File: config.mk
export PLATFORM = sky130hd
export DESIGN_NAME = refcounted_buffer_stack_allocator
export DESIGN_NICKNAME = d
export VERILOG_FILES = /design/src/rtl/rbsa_pkg.sv /design/src/rtl/rbsa_ram.sv /design/src/rtl/rbsa_ctrl.sv /design/src/rtl/rbsa_dp.sv /design/src/rtl/refcounted_buffer_stack_allocator.sv
export SDC_FILE = /design/constraint.sdc
export NUM_CORES = 2
export LEC_CHECK = 0
export BUFFER_PORTS_ARGS = -buffer_cell sky130_fd_sc_hd__buf_2
export CAP_MARGIN = 20
export CORE_MARGIN = 4
export CORE_UTILIZATION = 55
export DETAILED_ROUTE_END_ITERATION = 12
export HOLD_SLACK_MARGIN = 0.15
export PLACE_DENSITY_LB_ADDON = 0.25
export SYNTH_ARGS = -nofsm -noshare
export SYNTH_HDL_FRONTEND = slang
export SYNTH_SLANG_ARGS = --single-unit
File: constraint.sdc
create_clock -name clock -period 19.79 [get_ports clock]
set_input_delay 0.9895 -clock clock [delete_from_list [all_inputs] [get_ports clock]]
set_output_delay 0.9895 -clock clock [all_outputs]
set_load 0.02 [all_outputs]
File: src/rtl/rbsa_pkg.sv
// Package: types, constants and codes of the reference-counted buffer pool.
`default_nettype none
package rbsa_pkg;
   localparam int NUM_BUFFERS = 16;
   localparam int STACK_DEPTH = 32;
   localparam int BUF_W = $clog2(NUM_BUFFERS);
   localparam int SP_W = $clog2(STACK_DEPTH);
   localparam int CNT_W = 7;

   localparam logic [3:0] OP_RESET = 4'd0;
   localparam logic [3:0] OP_PUSH_NEW = 4'd1;
   localparam logic [3:0] OP_PUSH_ID = 4'd2;
   localparam logic [3:0] OP_POP = 4'd3;
   localparam logic [3:0] OP_DUP = 4'd4;
   localparam logic [3:0] OP_DROP = 4'd5;
   localparam logic [3:0] OP_SWAP = 4'd6;
   localparam logic [3:0] OP_HOLD_POP = 4'd7;
   localparam logic [3:0] OP_UHOLD_POP = 4'd8;
   localparam logic [3:0] OP_UHOLD = 4'd9;
   localparam logic [3:0] OP_URELEASE = 4'd10;
   localparam logic [3:0] OP_RELEASE_HOLD = 4'd11;
   localparam logic [3:0] OP_URELEASE_ALL = 4'd12;

   localparam logic [2:0] ST_OK = 3'd0;
   localparam logic [2:0] ST_REFUSED = 3'd1;
   localparam logic [2:0] ST_OVERFLOW = 3'd2;
   localparam logic [2:0] ST_FULL = 3'd3;
   localparam logic [2:0] ST_INVALID = 3'd4;

   localparam logic [CNT_W-1:0] CNT_HELD = 7'h7F;
   localparam logic [CNT_W-1:0] CNT_UHELD = 7'h7E;
   localparam logic [CNT_W-1:0] CNT_MAX = 7'd63;

   typedef enum logic [1:0] {
      S_IDLE,
      S_EXEC,
      S_OUT
   } state_type;

   // Controller to datapath.
   typedef struct packed {
      logic load;
      logic exec;
   } cmd_type;
endpackage
`default_nettype wire

File: src/rtl/rbsa_ram.sv
// Generic single-write RAM with a registered read port.
`default_nettype none
module rbsa_ram #(
   parameter int WIDTH = 8,
   parameter int DEPTH = 16
) (
   input wire logic clock,
   input wire logic wr_en,
   input wire logic [$clog2(DEPTH)-1:0] wr_addr,
   input wire logic [WIDTH-1:0] wr_data,
   input wire logic [$clog2(DEPTH)-1:0] rd_addr,
   output logic [WIDTH-1:0] rd_data
);
   logic [WIDTH-1:0] mem_ff [DEPTH];

   always_ff @(posedge clock) begin
      if (wr_en) begin
         mem_ff[wr_addr] <= wr_data;
      end
      rd_data <= mem_ff[rd_addr];
   end
endmodule
`default_nettype wire

File: src/rtl/rbsa_ctrl.sv
// Controller: sequences load, execute and result delivery of one command.
`default_nettype none
module rbsa_ctrl (
   input wire logic clock,
   input wire logic reset,
   input wire logic in_valid,
   output logic in_ready,
   output logic out_valid,
   input wire logic out_ready,
   output rbsa_pkg::cmd_type cmd
);
   rbsa_pkg::state_type state_ff, state_in;

   always_ff @(posedge clock) begin
      if (reset) begin
         state_ff <= rbsa_pkg::S_IDLE;
      end else begin
         state_ff <= state_in;
      end
   end

   always_comb begin
      state_in = state_ff;
      unique case (state_ff)
         rbsa_pkg::S_IDLE: if (in_valid) state_in = rbsa_pkg::S_EXEC;
         rbsa_pkg::S_EXEC: state_in = rbsa_pkg::S_OUT;
         rbsa_pkg::S_OUT: begin
            if (out_ready) begin
               state_in = in_valid ? rbsa_pkg::S_EXEC : rbsa_pkg::S_IDLE;
            end
         end
         default: state_in = rbsa_pkg::S_IDLE;
      endcase
   end

   // A new beat is taken as the finished result leaves.
   always_comb begin
      in_ready = 1'b0;
      out_valid = 1'b0;
      cmd = '0;
      unique case (state_ff)
         rbsa_pkg::S_IDLE: in_ready = 1'b1;
         rbsa_pkg::S_EXEC: cmd.exec = 1'b1;
         rbsa_pkg::S_OUT: begin
            out_valid = 1'b1;
            in_ready = out_ready;
         end
         default: ;
      endcase
      cmd.load = in_valid & in_ready;
   end
endmodule
`default_nettype wire

File: src/rtl/rbsa_dp.sv
// Datapath: counters, totals, hint, stack memory and result register.
`default_nettype none
module rbsa_dp (
   input wire logic clock,
   input wire logic reset,
   input wire rbsa_pkg::cmd_type cmd,
   input wire logic [3:0] opcode,
   input wire logic [3:0] buffer_id,
   input wire logic csr_wr_en,
   input wire logic [0:0] csr_index,
   input wire logic [5:0] csr_wr_data,
   output logic [2:0] status,
   output logic [3:0] result_buffer,
   output logic [5:0] active_count,
   output logic [4:0] user_hold_count,
   output logic [5:0] stack_depth
);
   localparam int NB = rbsa_pkg::NUM_BUFFERS;
   localparam int CW = rbsa_pkg::CNT_W;

   logic [4:0] biu_ff;
   logic [5:0] slim_ff;
   logic [3:0] op_ff;
   logic [3:0] id_ff;
   logic [CW-1:0] cnt_ff [NB];
   logic [CW-1:0] cnt_in [NB];
   logic [5:0] sp_ff, sp_in;
   logic [5:0] act_ff, act_in;
   logic [4:0] usr_ff, usr_in;
   logic hint_v_ff, hint_v_in;
   logic [3:0] hint_ff, hint_in;
   logic [2:0] st_ff, st_in;
   logic [3:0] rb_ff, rb_in;
   logic [3:0] top_ff;
   logic [3:0] nxt_ff;
   logic swp_ff;
   logic [3:0] swp_top_ff, swp_nxt_ff;

   logic [5:0] size, cap;
   logic wr_en, wr2_en;
   logic [4:0] wr_addr, rd_addr, rd2_addr;
   logic [3:0] wr_data;
   logic [3:0] rd_data, rd2_data;

   always_ff @(posedge clock) begin
      if (reset) begin
         biu_ff <= 5'd16;
         slim_ff <= 6'd32;
      end else if (csr_wr_en) begin
         if (csr_index == 1'b0) biu_ff <= csr_wr_data[4:0];
         else slim_ff <= csr_wr_data;
      end
   end

   assign size = (biu_ff > 5'(NB)) ? 6'(NB) : {1'b0, biu_ff};
   assign cap = (slim_ff > 6'(rbsa_pkg::STACK_DEPTH)) ? 6'(rbsa_pkg::STACK_DEPTH) : slim_ff;

   // Stack memory: two read ports give the top two entries for swap.
   assign rd_addr = (cmd.load ? sp_ff[4:0] : sp_ff[4:0]) - 5'd1;
   assign rd2_addr = sp_ff[4:0] - 5'd2;
   // Swap writes one entry of each copy while executing and the other entry of each
   // copy in the following cycle, so both copies agree before the next read is used.
   rbsa_ram #(.WIDTH(4), .DEPTH(rbsa_pkg::STACK_DEPTH)) u_ram_a (
      .clock, .wr_en(wr_en | swp_ff), .wr_addr(swp_ff ? rd2_addr : wr_addr),
      .wr_data(swp_ff ? swp_top_ff : wr_data), .rd_addr, .rd_data);
   rbsa_ram #(.WIDTH(4), .DEPTH(rbsa_pkg::STACK_DEPTH)) u_ram_b (
      .clock, .wr_en(wr_en | swp_ff),
      .wr_addr(wr2_en ? rd2_addr : (swp_ff ? rd_addr : wr_addr)),
      .wr_data(wr2_en ? top_ff : (swp_ff ? swp_nxt_ff : wr_data)),
      .rd_addr(rd2_addr), .rd_data(rd2_data));

   always_ff @(posedge clock) begin
      if (cmd.load) begin
         op_ff <= opcode;
         id_ff <= buffer_id;
      end
   end
   assign top_ff = rd_data;
   assign nxt_ff = rd2_data;

   always_ff @(posedge clock) begin
      if (reset) begin
         swp_ff <= 1'b0;
      end else begin
         swp_ff <= wr2_en;
      end
      if (wr2_en) begin
         swp_top_ff <= top_ff;
         swp_nxt_ff <= nxt_ff;
      end
   end

   logic [3:0] found_b;
   logic found;
   always_comb begin
      found = 1'b0;
      found_b = '0;
      for (int i = NB - 1; i >= 0; i--) begin
         if (6'(i) < size && cnt_ff[i] == '0) begin
            found = 1'b1;
            found_b = 4'(i);
         end
      end
   end

   logic [CW-1:0] c;
   logic [3:0] b;
   logic named;
   always_comb begin
      for (int i = 0; i < NB; i++) cnt_in[i] = cnt_ff[i];
      sp_in = sp_ff;
      act_in = act_ff;
      usr_in = usr_ff;
      hint_v_in = hint_v_ff;
      hint_in = hint_ff;
      st_in = rbsa_pkg::ST_OK;
      rb_in = '0;
      wr_en = 1'b0;
      wr2_en = 1'b0;
      wr_addr = sp_ff[4:0];
      wr_data = '0;
      b = '0;
      c = cnt_ff[id_ff];
      named = op_ff == rbsa_pkg::OP_PUSH_ID || op_ff == rbsa_pkg::OP_UHOLD
         || op_ff == rbsa_pkg::OP_URELEASE || op_ff == rbsa_pkg::OP_RELEASE_HOLD;
      if (named && {2'b0, id_ff} >= size) begin
         st_in = rbsa_pkg::ST_INVALID;
      end else begin
         unique case (op_ff)
            rbsa_pkg::OP_RESET: begin
               sp_in = '0;
               hint_v_in = 1'b0;
               act_in = '0;
               for (int i = 0; i < NB; i++) begin
                  if (6'(i) < size) begin
                     if (!cnt_ff[i][CW-1]) cnt_in[i] = '0;
                     else act_in = act_in + 6'd1;
                  end
               end
            end
            rbsa_pkg::OP_PUSH_NEW: begin
               if (sp_ff >= cap) st_in = rbsa_pkg::ST_OVERFLOW;
               else if (act_ff >= size) st_in = rbsa_pkg::ST_FULL;
               else if (!(hint_v_ff && {2'b0, hint_ff} < size) && !found)
                  st_in = rbsa_pkg::ST_FULL;
               else begin
                  b = (hint_v_ff && {2'b0, hint_ff} < size) ? hint_ff : found_b;
                  hint_v_in = 1'b0;
                  if (act_ff < 6'd63) act_in = act_ff + 6'd1;
                  if (!cnt_ff[b][CW-1] && cnt_ff[b] < rbsa_pkg::CNT_MAX)
                     cnt_in[b] = cnt_ff[b] + 7'd1;
                  wr_en = 1'b1;
                  wr_data = b;
                  sp_in = sp_ff + 6'd1;
                  rb_in = b;
               end
            end
            rbsa_pkg::OP_PUSH_ID: begin
               if (sp_ff >= cap) st_in = rbsa_pkg::ST_OVERFLOW;
               else begin
                  wr_en = 1'b1;
                  wr_data = id_ff;
                  sp_in = sp_ff + 6'd1;
                  rb_in = id_ff;
               end
            end
            rbsa_pkg::OP_POP, rbsa_pkg::OP_UHOLD_POP: begin
               if (sp_ff == '0) st_in = rbsa_pkg::ST_REFUSED;
               else begin
                  b = top_ff;
                  sp_in = sp_ff - 6'd1;
                  rb_in = b;
                  if (!cnt_ff[b][CW-1] && cnt_ff[b] != '0) begin
                     cnt_in[b] = cnt_ff[b] - 7'd1;
                     if (cnt_ff[b] == 7'd1) begin
                        hint_v_in = 1'b1;
                        hint_in = b;
                        if (act_ff != '0) act_in = act_ff - 6'd1;
                     end
                  end
                  if (op_ff == rbsa_pkg::OP_UHOLD_POP) begin
                     hint_v_in = 1'b0;
                     if (!cnt_in[b][CW-1]) begin
                        cnt_in[b] = rbsa_pkg::CNT_UHELD;
                        if (usr_ff < 5'd31) usr_in = usr_ff + 5'd1;
                        if (act_in < 6'd63) act_in = act_in + 6'd1;
                     end
                  end
               end
            end
            rbsa_pkg::OP_DUP: begin
               if (sp_ff == '0 || {1'b0, sp_ff} + 7'd1 >= {1'b0, cap})
                  st_in = rbsa_pkg::ST_REFUSED;
               else begin
                  b = top_ff;
                  rb_in = b;
                  wr_en = 1'b1;
                  wr_data = b;
                  if (!cnt_ff[b][CW-1] && cnt_ff[b] < rbsa_pkg::CNT_MAX)
                     cnt_in[b] = cnt_ff[b] + 7'd1;
                  sp_in = sp_ff + 6'd1;
               end
            end
            rbsa_pkg::OP_DROP: begin
               if (sp_ff == '0) st_in = rbsa_pkg::ST_REFUSED;
               else begin
                  sp_in = sp_ff - 6'd1;
                  rb_in = top_ff;
               end
            end
            rbsa_pkg::OP_SWAP: begin
               if (sp_ff < 6'd2) st_in = rbsa_pkg::ST_REFUSED;
               else begin
                  // The entry below goes on top; the top goes below through port b.
                  wr_en = 1'b1;
                  wr_addr = rd_addr;
                  wr_data = nxt_ff;
               end
            end
            rbsa_pkg::OP_HOLD_POP: begin
               if (sp_ff == '0) st_in = rbsa_pkg::ST_REFUSED;
               else begin
                  sp_in = sp_ff - 6'd1;
                  rb_in = top_ff;
                  cnt_in[top_ff] = rbsa_pkg::CNT_HELD;
               end
            end
            rbsa_pkg::OP_UHOLD: begin
               rb_in = id_ff;
               hint_v_in = 1'b0;
               if (!c[CW-1]) begin
                  cnt_in[id_ff] = rbsa_pkg::CNT_UHELD;
                  if (usr_ff < 5'd31) usr_in = usr_ff + 5'd1;
                  if (act_ff < 6'd63) act_in = act_ff + 6'd1;
               end else st_in = rbsa_pkg::ST_INVALID;
            end
            rbsa_pkg::OP_URELEASE: begin
               rb_in = id_ff;
               if (c != rbsa_pkg::CNT_UHELD) st_in = rbsa_pkg::ST_INVALID;
               else begin
                  cnt_in[id_ff] = '0;
                  if (act_ff != '0) act_in = act_ff - 6'd1;
                  if (usr_ff != '0) usr_in = usr_ff - 5'd1;
               end
            end
            rbsa_pkg::OP_RELEASE_HOLD: begin
               rb_in = id_ff;
               if (c[CW-1]) begin
                  cnt_in[id_ff] = '0;
                  if (act_ff != '0) act_in = act_ff - 6'd1;
               end else st_in = rbsa_pkg::ST_REFUSED;
            end
            rbsa_pkg::OP_URELEASE_ALL: begin
               if (usr_ff == '0) st_in = rbsa_pkg::ST_REFUSED;
               else begin
                  for (int i = 0; i < NB; i++) begin
                     if (6'(i) < size && cnt_ff[i] == rbsa_pkg::CNT_UHELD) begin
                        cnt_in[i] = '0;
                        if (act_in != '0) act_in = act_in - 6'd1;
                        if (usr_in != '0) usr_in = usr_in - 5'd1;
                     end
                  end
               end
            end
            default: st_in = rbsa_pkg::ST_REFUSED;
         endcase
      end
      if (st_in != rbsa_pkg::ST_OK && st_in != rbsa_pkg::ST_INVALID) rb_in = '0;
      if (st_in == rbsa_pkg::ST_INVALID && {2'b0, id_ff} >= size) rb_in = '0;
      if (!cmd.exec) begin
         wr_en = 1'b0;
      end
      if (cmd.exec && op_ff == rbsa_pkg::OP_SWAP && st_in == rbsa_pkg::ST_OK)
         wr2_en = 1'b1;
   end

   always_ff @(posedge clock) begin
      if (reset) begin
         for (int i = 0; i < NB; i++) cnt_ff[i] <= '0;
         sp_ff <= '0;
         act_ff <= '0;
         usr_ff <= '0;
         hint_v_ff <= 1'b0;
         hint_ff <= '0;
      end else if (cmd.exec) begin
         for (int i = 0; i < NB; i++) cnt_ff[i] <= cnt_in[i];
         sp_ff <= sp_in;
         act_ff <= act_in;
         usr_ff <= usr_in;
         hint_v_ff <= hint_v_in;
         hint_ff <= hint_in;
      end
   end

   always_ff @(posedge clock) begin
      if (cmd.exec) begin
         st_ff <= st_in;
         rb_ff <= rb_in;
      end
   end

   assign status = st_ff;
   assign result_buffer = rb_ff;
   assign active_count = act_ff;
   assign user_hold_count = usr_ff;
   assign stack_depth = sp_ff;
endmodule
`default_nettype wire

File: src/rtl/refcounted_buffer_stack_allocator.sv
// Top level of the reference-counted buffer pool with its buffer id stack.
`default_nettype none
// Each command beat is stored, executed in the following cycle and shown as a result
// beat in the cycle after that; a new beat is taken while the result leaves, and not
// before, so commands do not overlap.
module refcounted_buffer_stack_allocator (
   input wire logic clock,
   input wire logic reset,
   input wire logic req_tvalid,
   output logic req_tready,
   input wire logic [7:0] req_tdata, // opcode[3:0], buffer_id[7:4]
   output logic rsp_tvalid,
   input wire logic rsp_tready,
   output logic [23:0] rsp_tdata, // status, result_buffer, active_count,
                                  // user_hold_count, stack_depth
   input wire logic csr_wr_en,
   input wire logic [0:0] csr_index,
   input wire logic [5:0] csr_wr_data
);
   rbsa_pkg::cmd_type cmd;
   logic [2:0] status;
   logic [3:0] result_buffer;
   logic [5:0] active_count;
   logic [4:0] user_hold_count;
   logic [5:0] stack_depth;

   rbsa_ctrl u_ctrl (
      .clock, .reset, .in_valid(req_tvalid), .in_ready(req_tready),
      .out_valid(rsp_tvalid), .out_ready(rsp_tready), .cmd);

   rbsa_dp u_dp (
      .clock, .reset, .cmd, .opcode(req_tdata[3:0]), .buffer_id(req_tdata[7:4]),
      .csr_wr_en, .csr_index, .csr_wr_data, .status, .result_buffer,
      .active_count, .user_hold_count, .stack_depth);

   assign rsp_tdata = {stack_depth, user_hold_count, active_count, result_buffer, status};
endmodule
`default_nettype wire

Word-level counts from Yosys, hierarchy flattened:

Memory sizes are Yosys's and may differ from the RTL's. A register that Yosys moved wholly into a read port is not among the register bits.
Index checks and enable logic that the tools add are counted.

* flip-flop bits (word level): 59
* bits in latches: 0
* RAM bits: 368
* memory bits (read-only): 0
* input port bits: 20
* output and inout port bits: 26
* memories kept: 3

Memory list
* u_dp.u_ram_a.mem_ff: depth 32, bits a word 4, rd ports 1, clocked after Yosys merged registers in 1, wr ports 1, RTL line rbsa_ram.sv:14 `logic [WIDTH-1:0] mem_ff [DEPTH];`
* u_dp.u_ram_b.mem_ff: depth 32, bits a word 4, rd ports 1, clocked after Yosys merged registers in 1, wr ports 1, RTL line rbsa_ram.sv:14
* u_dp.cnt_ff: depth 16, bits a word 7, rd ports 19, clocked after Yosys merged registers in 1, wr ports 16, RTL line rbsa_dp.sv:25 `logic [CW-1:0] cnt_ff [NB];`

* $add $sub $neg: 58
* multipliers: 0
* divide/modulo/power cells: 0
* $lt $le $gt $ge: 35
* equality and inequality tests: 51
* shift-type cells: 0
* muxes and demuxes: 445
* bitwise gates (word level): 33
* reductions and logical operators: 125

Operators with widths (number)
* 2-to-1 mux 112 bit: 19
* case mux 112 bit (9 select lines): 1
* 2-to-1 mux 6 bit: 162
* 2-to-1 mux 7 bit: 69
* 2-to-1 mux 5 bit: 91
* bitwise mux 112 bit: 3
* OR 96 bit: 2
* 2-to-1 mux 4 bit: 29
* AND 112 bit: 1
* equality test 7 bit (second input constant): 16
* zero test 7 bit: 16
* inverter 112 bit: 1
* OR 112 bit: 1
* adder 6 x 1 -> 6 bit (second input constant): 18
* subtractor 6 x 1 -> 6 bit (second input constant): 17
* nonzero test 6 bit: 16
* nonzero test 5 bit: 17
* subtractor 5 x 1 -> 5 bit (second input constant): 17
* demux 7 bit (select 4 bit): 3
* < comparator 4 x 6 -> 1 bit (first input constant): 8
* 2-to-1 mux 1 bit: 48
* logical AND 1 bit: 45
* case mux 6 bit (7 select lines): 1
* AND 16 bit: 2
* other kinds (67): 144

Depth between registers and ports, before layout:

* depth in word-level cells: 97
* depth in mapped cells: 88
* mapped depth without buffers: 85

Cells and area by module:

A second synthesis with hierarchy kept.

* cells, all modules: 4450
* area total of the unflattened synthesis: 38936.1 um^2

By module, submodules not included
* rbsa_dp: instances 1, cells an instance 3976, area an instance 28546.1 um^2, sequential area each 4814.6 um^2
* rbsa_ram: instances 2, cells an instance 231, area an instance 5138.7 um^2, sequential area each 3923.8 um^2
* rbsa_ctrl: instances 1, cells an instance 12, area an instance 112.6 um^2, sequential area each 40.0 um^2

Least setup slack after synthesis:

No wires, ideal clock.

* path kind: register to register
* start: register u_dp.usr_ff[0], in the netlist u_dp.user_hold_count[0]
* end: register u_dp.usr_ff[1], in the netlist u_dp.user_hold_count[1]
* setup time: 91 ps
* arrival: 16819 ps
* required time: 19699 ps
* setup slack: 2880 ps
* cell stages (with the launch flop): 80
* buffers on the path: 3
* period minus slack after synthesis: 16910 ps
* cells stage by stage: dfxtp_1 > clkbuf_1 > inv_1 > ha_1 > or3b_1 > nor2_1 > clkbuf_1 > nor2_1 > nand2_1 > o21ai_0 > ha_1 > o21a_1 > o2bb2ai_1 > mux2_2 > ha_1 > inv_1 > a211oi_2 > a31oi_2 > [44 not listed] > ha_1 > inv_1 > o41a_1 > mux2_2 > ha_1 > o211ai_1 > nand2_1 > xnor2_1 > ha_1 > nand3_1 > o21ai_1 > mux2_2 > ha_1 > and2_1 > a31oi_1 > mux2i_1 > nand2_1 > a311oi_1

* cells in the longest elaborated chain, start to end: 95
* elaborated cells between the ends (all ways): 122
* those cells by class: 17 x add/sub; 1 x order compare; 1 x eq/ne; 85 x mux; 18 x reduce/logical

Ends and longest elaborated chain
* start, declared: RTL line rbsa_dp.sv:29 `logic [4:0] usr_ff, usr_in;`
* start signal, assigned: RTL line rbsa_dp.sv:289 `usr_ff <= usr_in;`
* subtractor 5 x 1 -> 5 bit or nonzero test 5 bit (tied branches): RTL line rbsa_dp.sv:243, rbsa_dp.sv:260
* 2-to-1 mux 5 bit: RTL line rbsa_dp.sv:260 `if (usr_in != '0) usr_in = usr_in - 5'd1;`
* 2-to-1 mux 5 bit: RTL line rbsa_dp.sv:257 `if (6'(i) < size && cnt_ff[i] == rbsa_pkg::CNT_UHELD) begin`
* 2-to-1 mux 5 bit: RTL line rbsa_dp.sv:254 `if (usr_ff == '0) st_in = rbsa_pkg::ST_REFUSED;`
* 2-to-1 mux 5 bit: RTL line rbsa_dp.sv:129 `unique case (op_ff)`
* 2-to-1 mux 5 bit: RTL line rbsa_dp.sv:126 `if (named && {2'b0, id_ff} >= size) begin`
* subtractor 5 x 1 -> 5 bit or nonzero test 5 bit (tied branches): RTL line rbsa_dp.sv:260
* 2-to-1 mux 5 bit: RTL line rbsa_dp.sv:260
* [79 not listed]
* 2-to-1 mux 5 bit: RTL line rbsa_dp.sv:254
* 2-to-1 mux 5 bit: RTL line rbsa_dp.sv:129
* 2-to-1 mux 5 bit: RTL line rbsa_dp.sv:126
* subtractor 5 x 1 -> 5 bit or nonzero test 5 bit (tied branches): RTL line rbsa_dp.sv:260
* 2-to-1 mux 5 bit: RTL line rbsa_dp.sv:260
* 2-to-1 mux 5 bit: RTL line rbsa_dp.sv:257
* 2-to-1 mux 5 bit: RTL line rbsa_dp.sv:254
* case mux 5 bit (4 select lines): RTL line rbsa_dp.sv:129

Several ways; a longest one is shown, not always the timed one. The select of a mux whose other input is x is not followed.
A chain may end at the register's enable or synchronous reset.

Final worst setup path:

* start: register u_dp.act_ff[0], in the netlist u_dp.active_count[0]
* end: register u_dp.act_ff[1], in the netlist u_dp.active_count[1]

* cells in the longest elaborated chain, start to end: 95
* elaborated cells between the ends (all ways): 134
* those cells by class: 18 x add/sub; 3 x order compare; 1 x eq/ne; 95 x mux; 17 x reduce/logical

Ends and longest elaborated chain
* start, declared: RTL line rbsa_dp.sv:28 `logic [5:0] act_ff, act_in;`
* start signal, assigned: RTL line rbsa_dp.sv:288 `act_ff <= act_in;`
* subtractor 6 x 1 -> 6 bit or nonzero test 6 bit (tied branches)
* 2-to-1 mux 6 bit: RTL line rbsa_dp.sv:178, rbsa_dp.sv:259
* 2-to-1 mux 6 bit: RTL line rbsa_dp.sv:257
* 2-to-1 mux 6 bit: RTL line rbsa_dp.sv:254
* 2-to-1 mux 6 bit: RTL line rbsa_dp.sv:129
* 2-to-1 mux 6 bit: RTL line rbsa_dp.sv:126
* subtractor 6 x 1 -> 6 bit or nonzero test 6 bit (tied branches): RTL line rbsa_dp.sv:259 `if (act_in != '0) act_in = act_in - 6'd1;`
* 2-to-1 mux 6 bit: RTL line rbsa_dp.sv:259
* [79 not listed]
* 2-to-1 mux 6 bit: RTL line rbsa_dp.sv:254
* 2-to-1 mux 6 bit: RTL line rbsa_dp.sv:129
* 2-to-1 mux 6 bit: RTL line rbsa_dp.sv:126
* subtractor 6 x 1 -> 6 bit or nonzero test 6 bit (tied branches): RTL line rbsa_dp.sv:259
* 2-to-1 mux 6 bit: RTL line rbsa_dp.sv:259
* 2-to-1 mux 6 bit: RTL line rbsa_dp.sv:257
* 2-to-1 mux 6 bit: RTL line rbsa_dp.sv:254
* case mux 6 bit (7 select lines): RTL line rbsa_dp.sv:129

Several ways; a longest one is shown, not always the timed one. The select of a mux whose other input is x is not followed.

==> results.json <==
{
  "design.die.area_um2": 74950,
  "synth_fp_nets": 4500,
  "wl_per_cell_um": 27.68,
  "grt_max_degree": 81,
  "num-fill-cells": 6059,
  "grt_usage_pct": 37.50,
  "syn_inst": 4371,
  "status": "completed",
  "core-area_um2": 70030,
  "clk_pin_slew_ns": 0.06,
  "ff2ff_path_depth": 72,
  "ir_drop_mv": 0.06899,
  "maxSlewHeadroom_pct": 11.32,
  "area_growth_pct": 7.639,
  "hold_depth": 2,
  "synth_edf_count": 391,
  "dpl_cell_area_um2": 39990,
  "rsz0062_at_grt": "false",
  "synth_top_area_share_pct": 30.22,
  "drc": 0,
  "critical_path.top_delay_family": "compound AO/OA/AOI/OAI gates",
  "fin_tns_setup_ns": 0,
  "critPathBufInv": 3,
  "synth_most_common_cell": "nand2_1",
  "via_per_inst": 7.336,
  "num_rows": 97,
  "hp-class": "reg -> reg",
  "worstSetupEndpointType": "flop",
  "vias": 38490,
  "ys_ff_latch": 439,
  "grt_pass1_wl_um": 218100,
  "drv_cap": 0,
  "root_buffer": "clkbuf_16",
  "die_w_um": 273.8,
  "cp.required_ns": 20.30,
  "cts_tree": "done",
  "num_io_pins": 46,
  "gr-total-overflow": 0,
  "power_density_nw_per_um2": 77.93,
  "synth.cell_area_um2": 38850,
  "numPortBuffers": 45,
  "wirelength_um": 145300,
  "finalSetupViolCount": 0,
  "crit_fanout": 12,
  "crit_cells": 72,
  "path_class": "reg -> reg",
  "avgSynthCellArea_um2": 8.888,
  "dieHeight_um": 273.8,
  "critPathSlowestCell": "o31ai_4",
  "critPathMaxStageDelay_ns": 0.50,
  "drtPass1Iterations": 8,
  "yosys_warnings": 0,
  "fin_skew_ns": 0.06410,
  "clock_sinks": 439,
  "drv_slew": 0,
  "synth_area_leaders": "edfxtp_1, mux4_2, nand2_1",
  "grt_pass1_vias": 35340,
  "ys.flop_type": "edfxtp_1",
  "clock_latency_ns": 0.65,
  "gp_congestion": 1.058,
  "max_slew.worst_pin.slew_ns": 1.330,
  "fin_area_um2": 41820,
  "hold_viol_final": 0,
  "antenna_found_initial": 5,
  "nNetsFinal": 4395,
  "hpwl_um": 101400,
  "crit_path_frequent_cell": "ha_1",
  "ys_seq_area_share_pct": 32.70,
  "yosys-top-cells-count": "nand2_1, nor2_1, edfxtp_1, a21oi_1, o21ai_0",
  "fmax_mhz": 53.88,
  "fin_crit_ns": 18.56,
  "finalCritPeriodShare_pct": 93.78,
  "final_util_pct": 59.72,
  "synth_area_leader_cell": "edfxtp_1",
  "async_flop_share_pct": 0,
  "cp.arrival_ns": 19.07,
  "synth_cell_type_count": 133,
  "ctsHtreeMaxLevel": 2,
  "initial_core_util_pct": 55.48,
  "cts_max_path_buffers": 3,
  "drive_above_1_share_pct": 14.03,
  "cp-start-kind": "flop",
  "p_leak_uw": 0.01352,
  "hold_buffers": 0,
  "antenna_left": 0,
  "cts_buffers": 50,
  "drtIter0Drc": 5919
}
## registers in the layout (all words and copies together), names as in the netlist, named ones only
signal	flops
u_dp.u_ram_a.mem_ff	128
u_dp.u_ram_b.mem_ff	128
u_dp.cnt_ff	112
u_dp.active_count	6
u_dp.slim_ff	6
u_dp.stack_depth	6
u_dp.biu_ff	5
u_dp.user_hold_count	5
u_dp.hint_ff	4
u_dp.id_ff	4
u_dp.op_ff	4
u_dp.result_buffer	4
u_dp.swp_nxt_ff	4
u_dp.swp_top_ff	4
u_dp.u_ram_a.rd_data	4
u_dp.u_ram_b.rd_data	4
u_dp.status	3
u_ctrl.state_ff	2
u_dp.hint_v_ff	1
u_dp.swp_ff	1
## worst min-delay path, delay by kind of cell, from the launching register on
kind	cells	cell delay (ns)
AOI/OAI and AO/OA	1	0.05
DFF	1	0.31
and+or+nand+nor	1	0.05
## where the power goes
part / switching, µW / total, µW / internal (µW)
clock network: 416 / 970 / 554
logic: 838 / 1190 / 354
registers: 64.7 / 1100 / 1030
## layout by cell type, fill, tap and decap left out, types with 32 or more instances in the layout
master and count:
nand3_1 137, nand2_1 464, xnor2_1 74, o211ai_1 126, a211oi_1 46, clkbuf_16 50, a41oi_1 79, edfxtp_1 391
nor4_1 45, mux2i_1 95, o221ai_1 32, a21o_1 36, inv_1 89, nor2b_1 40, ha_1 108, dfxtp_1 44
nor2_1 415, o22ai_1 127, o21ai_0 271, and2_1 50, buf_4 97, a21oi_1 327, nor3_1 95, a31oi_1 61
xor2_1 38, and3_1 44, buf_2 46, mux4_2 127, mux2_2 83
## timing repair
item                                    in CTS  in global routing
resized for setup                            0                 13
endpoints found under the setup margin       0                  7
setup buffers                                0                  0
## metrics by stage
| step | setup slack [ns] | hold slack [ns] | power (µW) | std cells |
|---|---|---|---|---|
| 2_1_floorplan | 2.880 | 0.4081 | 1818 | 4371 |
| 5_1_grt | 0.01414 | 0.4730 | 3347 | 5246 |
| 6_report | 1.231 | 0.4607 | 3259 | 5247 |
| 4_1_cts | 1.033 | 0.4627 | 3186 | 5240 |
| 3_5_place_dp | 1.063 | 0.4534 | 2227 | 5148 |
| 3_3_place_gp | 1.626 | 0.4505 | 2218 | 5146 |
## cell families after synthesis
family | after synthesis | share of synthesized area [%]
buf+inv | 398 | 3.981
simple gates | 1521 | 18.83
xor+xnor | 124 | 2.853
mux | 314 | 12.58
flops | 439 | 32.70
fa+ha+maj | 109 | 3.530
compound gates | 1466 | 25.53
## per-layer routing
layer	track usage [%]	wire length, µm	vias to the layer above
met4	20.69	10130	10
li1	-	-	16860
met1	50.20	54690	18090
met2	54.87	60430	2879
met3	10.61	19900	654
met5	0	109	-
## final timing paths
check	startpoint	end	slack, ns
worst max register to register	u_dp.active_count[0]	u_dp.active_count[1]	1.23
worst min register to register	u_dp.slim_ff[3]	u_dp.slim_ff[3]	0.46
worst max-delay path	u_dp.active_count[0]	u_dp.active_count[1]	1.23
worst min-delay path	u_dp.slim_ff[3]	u_dp.slim_ff[3]	0.46
## final cells by class
type,instances,area [µm²],share of cell area [%]
tap,940,1176,2.813
multi-input combinational,3534,24890,59.51
timing repair buffer,147,1012,2.421
sequential,439,12710,30.39
clock inverter,29,366.6,0.8767
inverter,94,352.8,0.8438
clock buffer,63,1310,3.133
antenna,1,2.502,0.005984
Note: power is estimated with default switching activity, not from simulation.
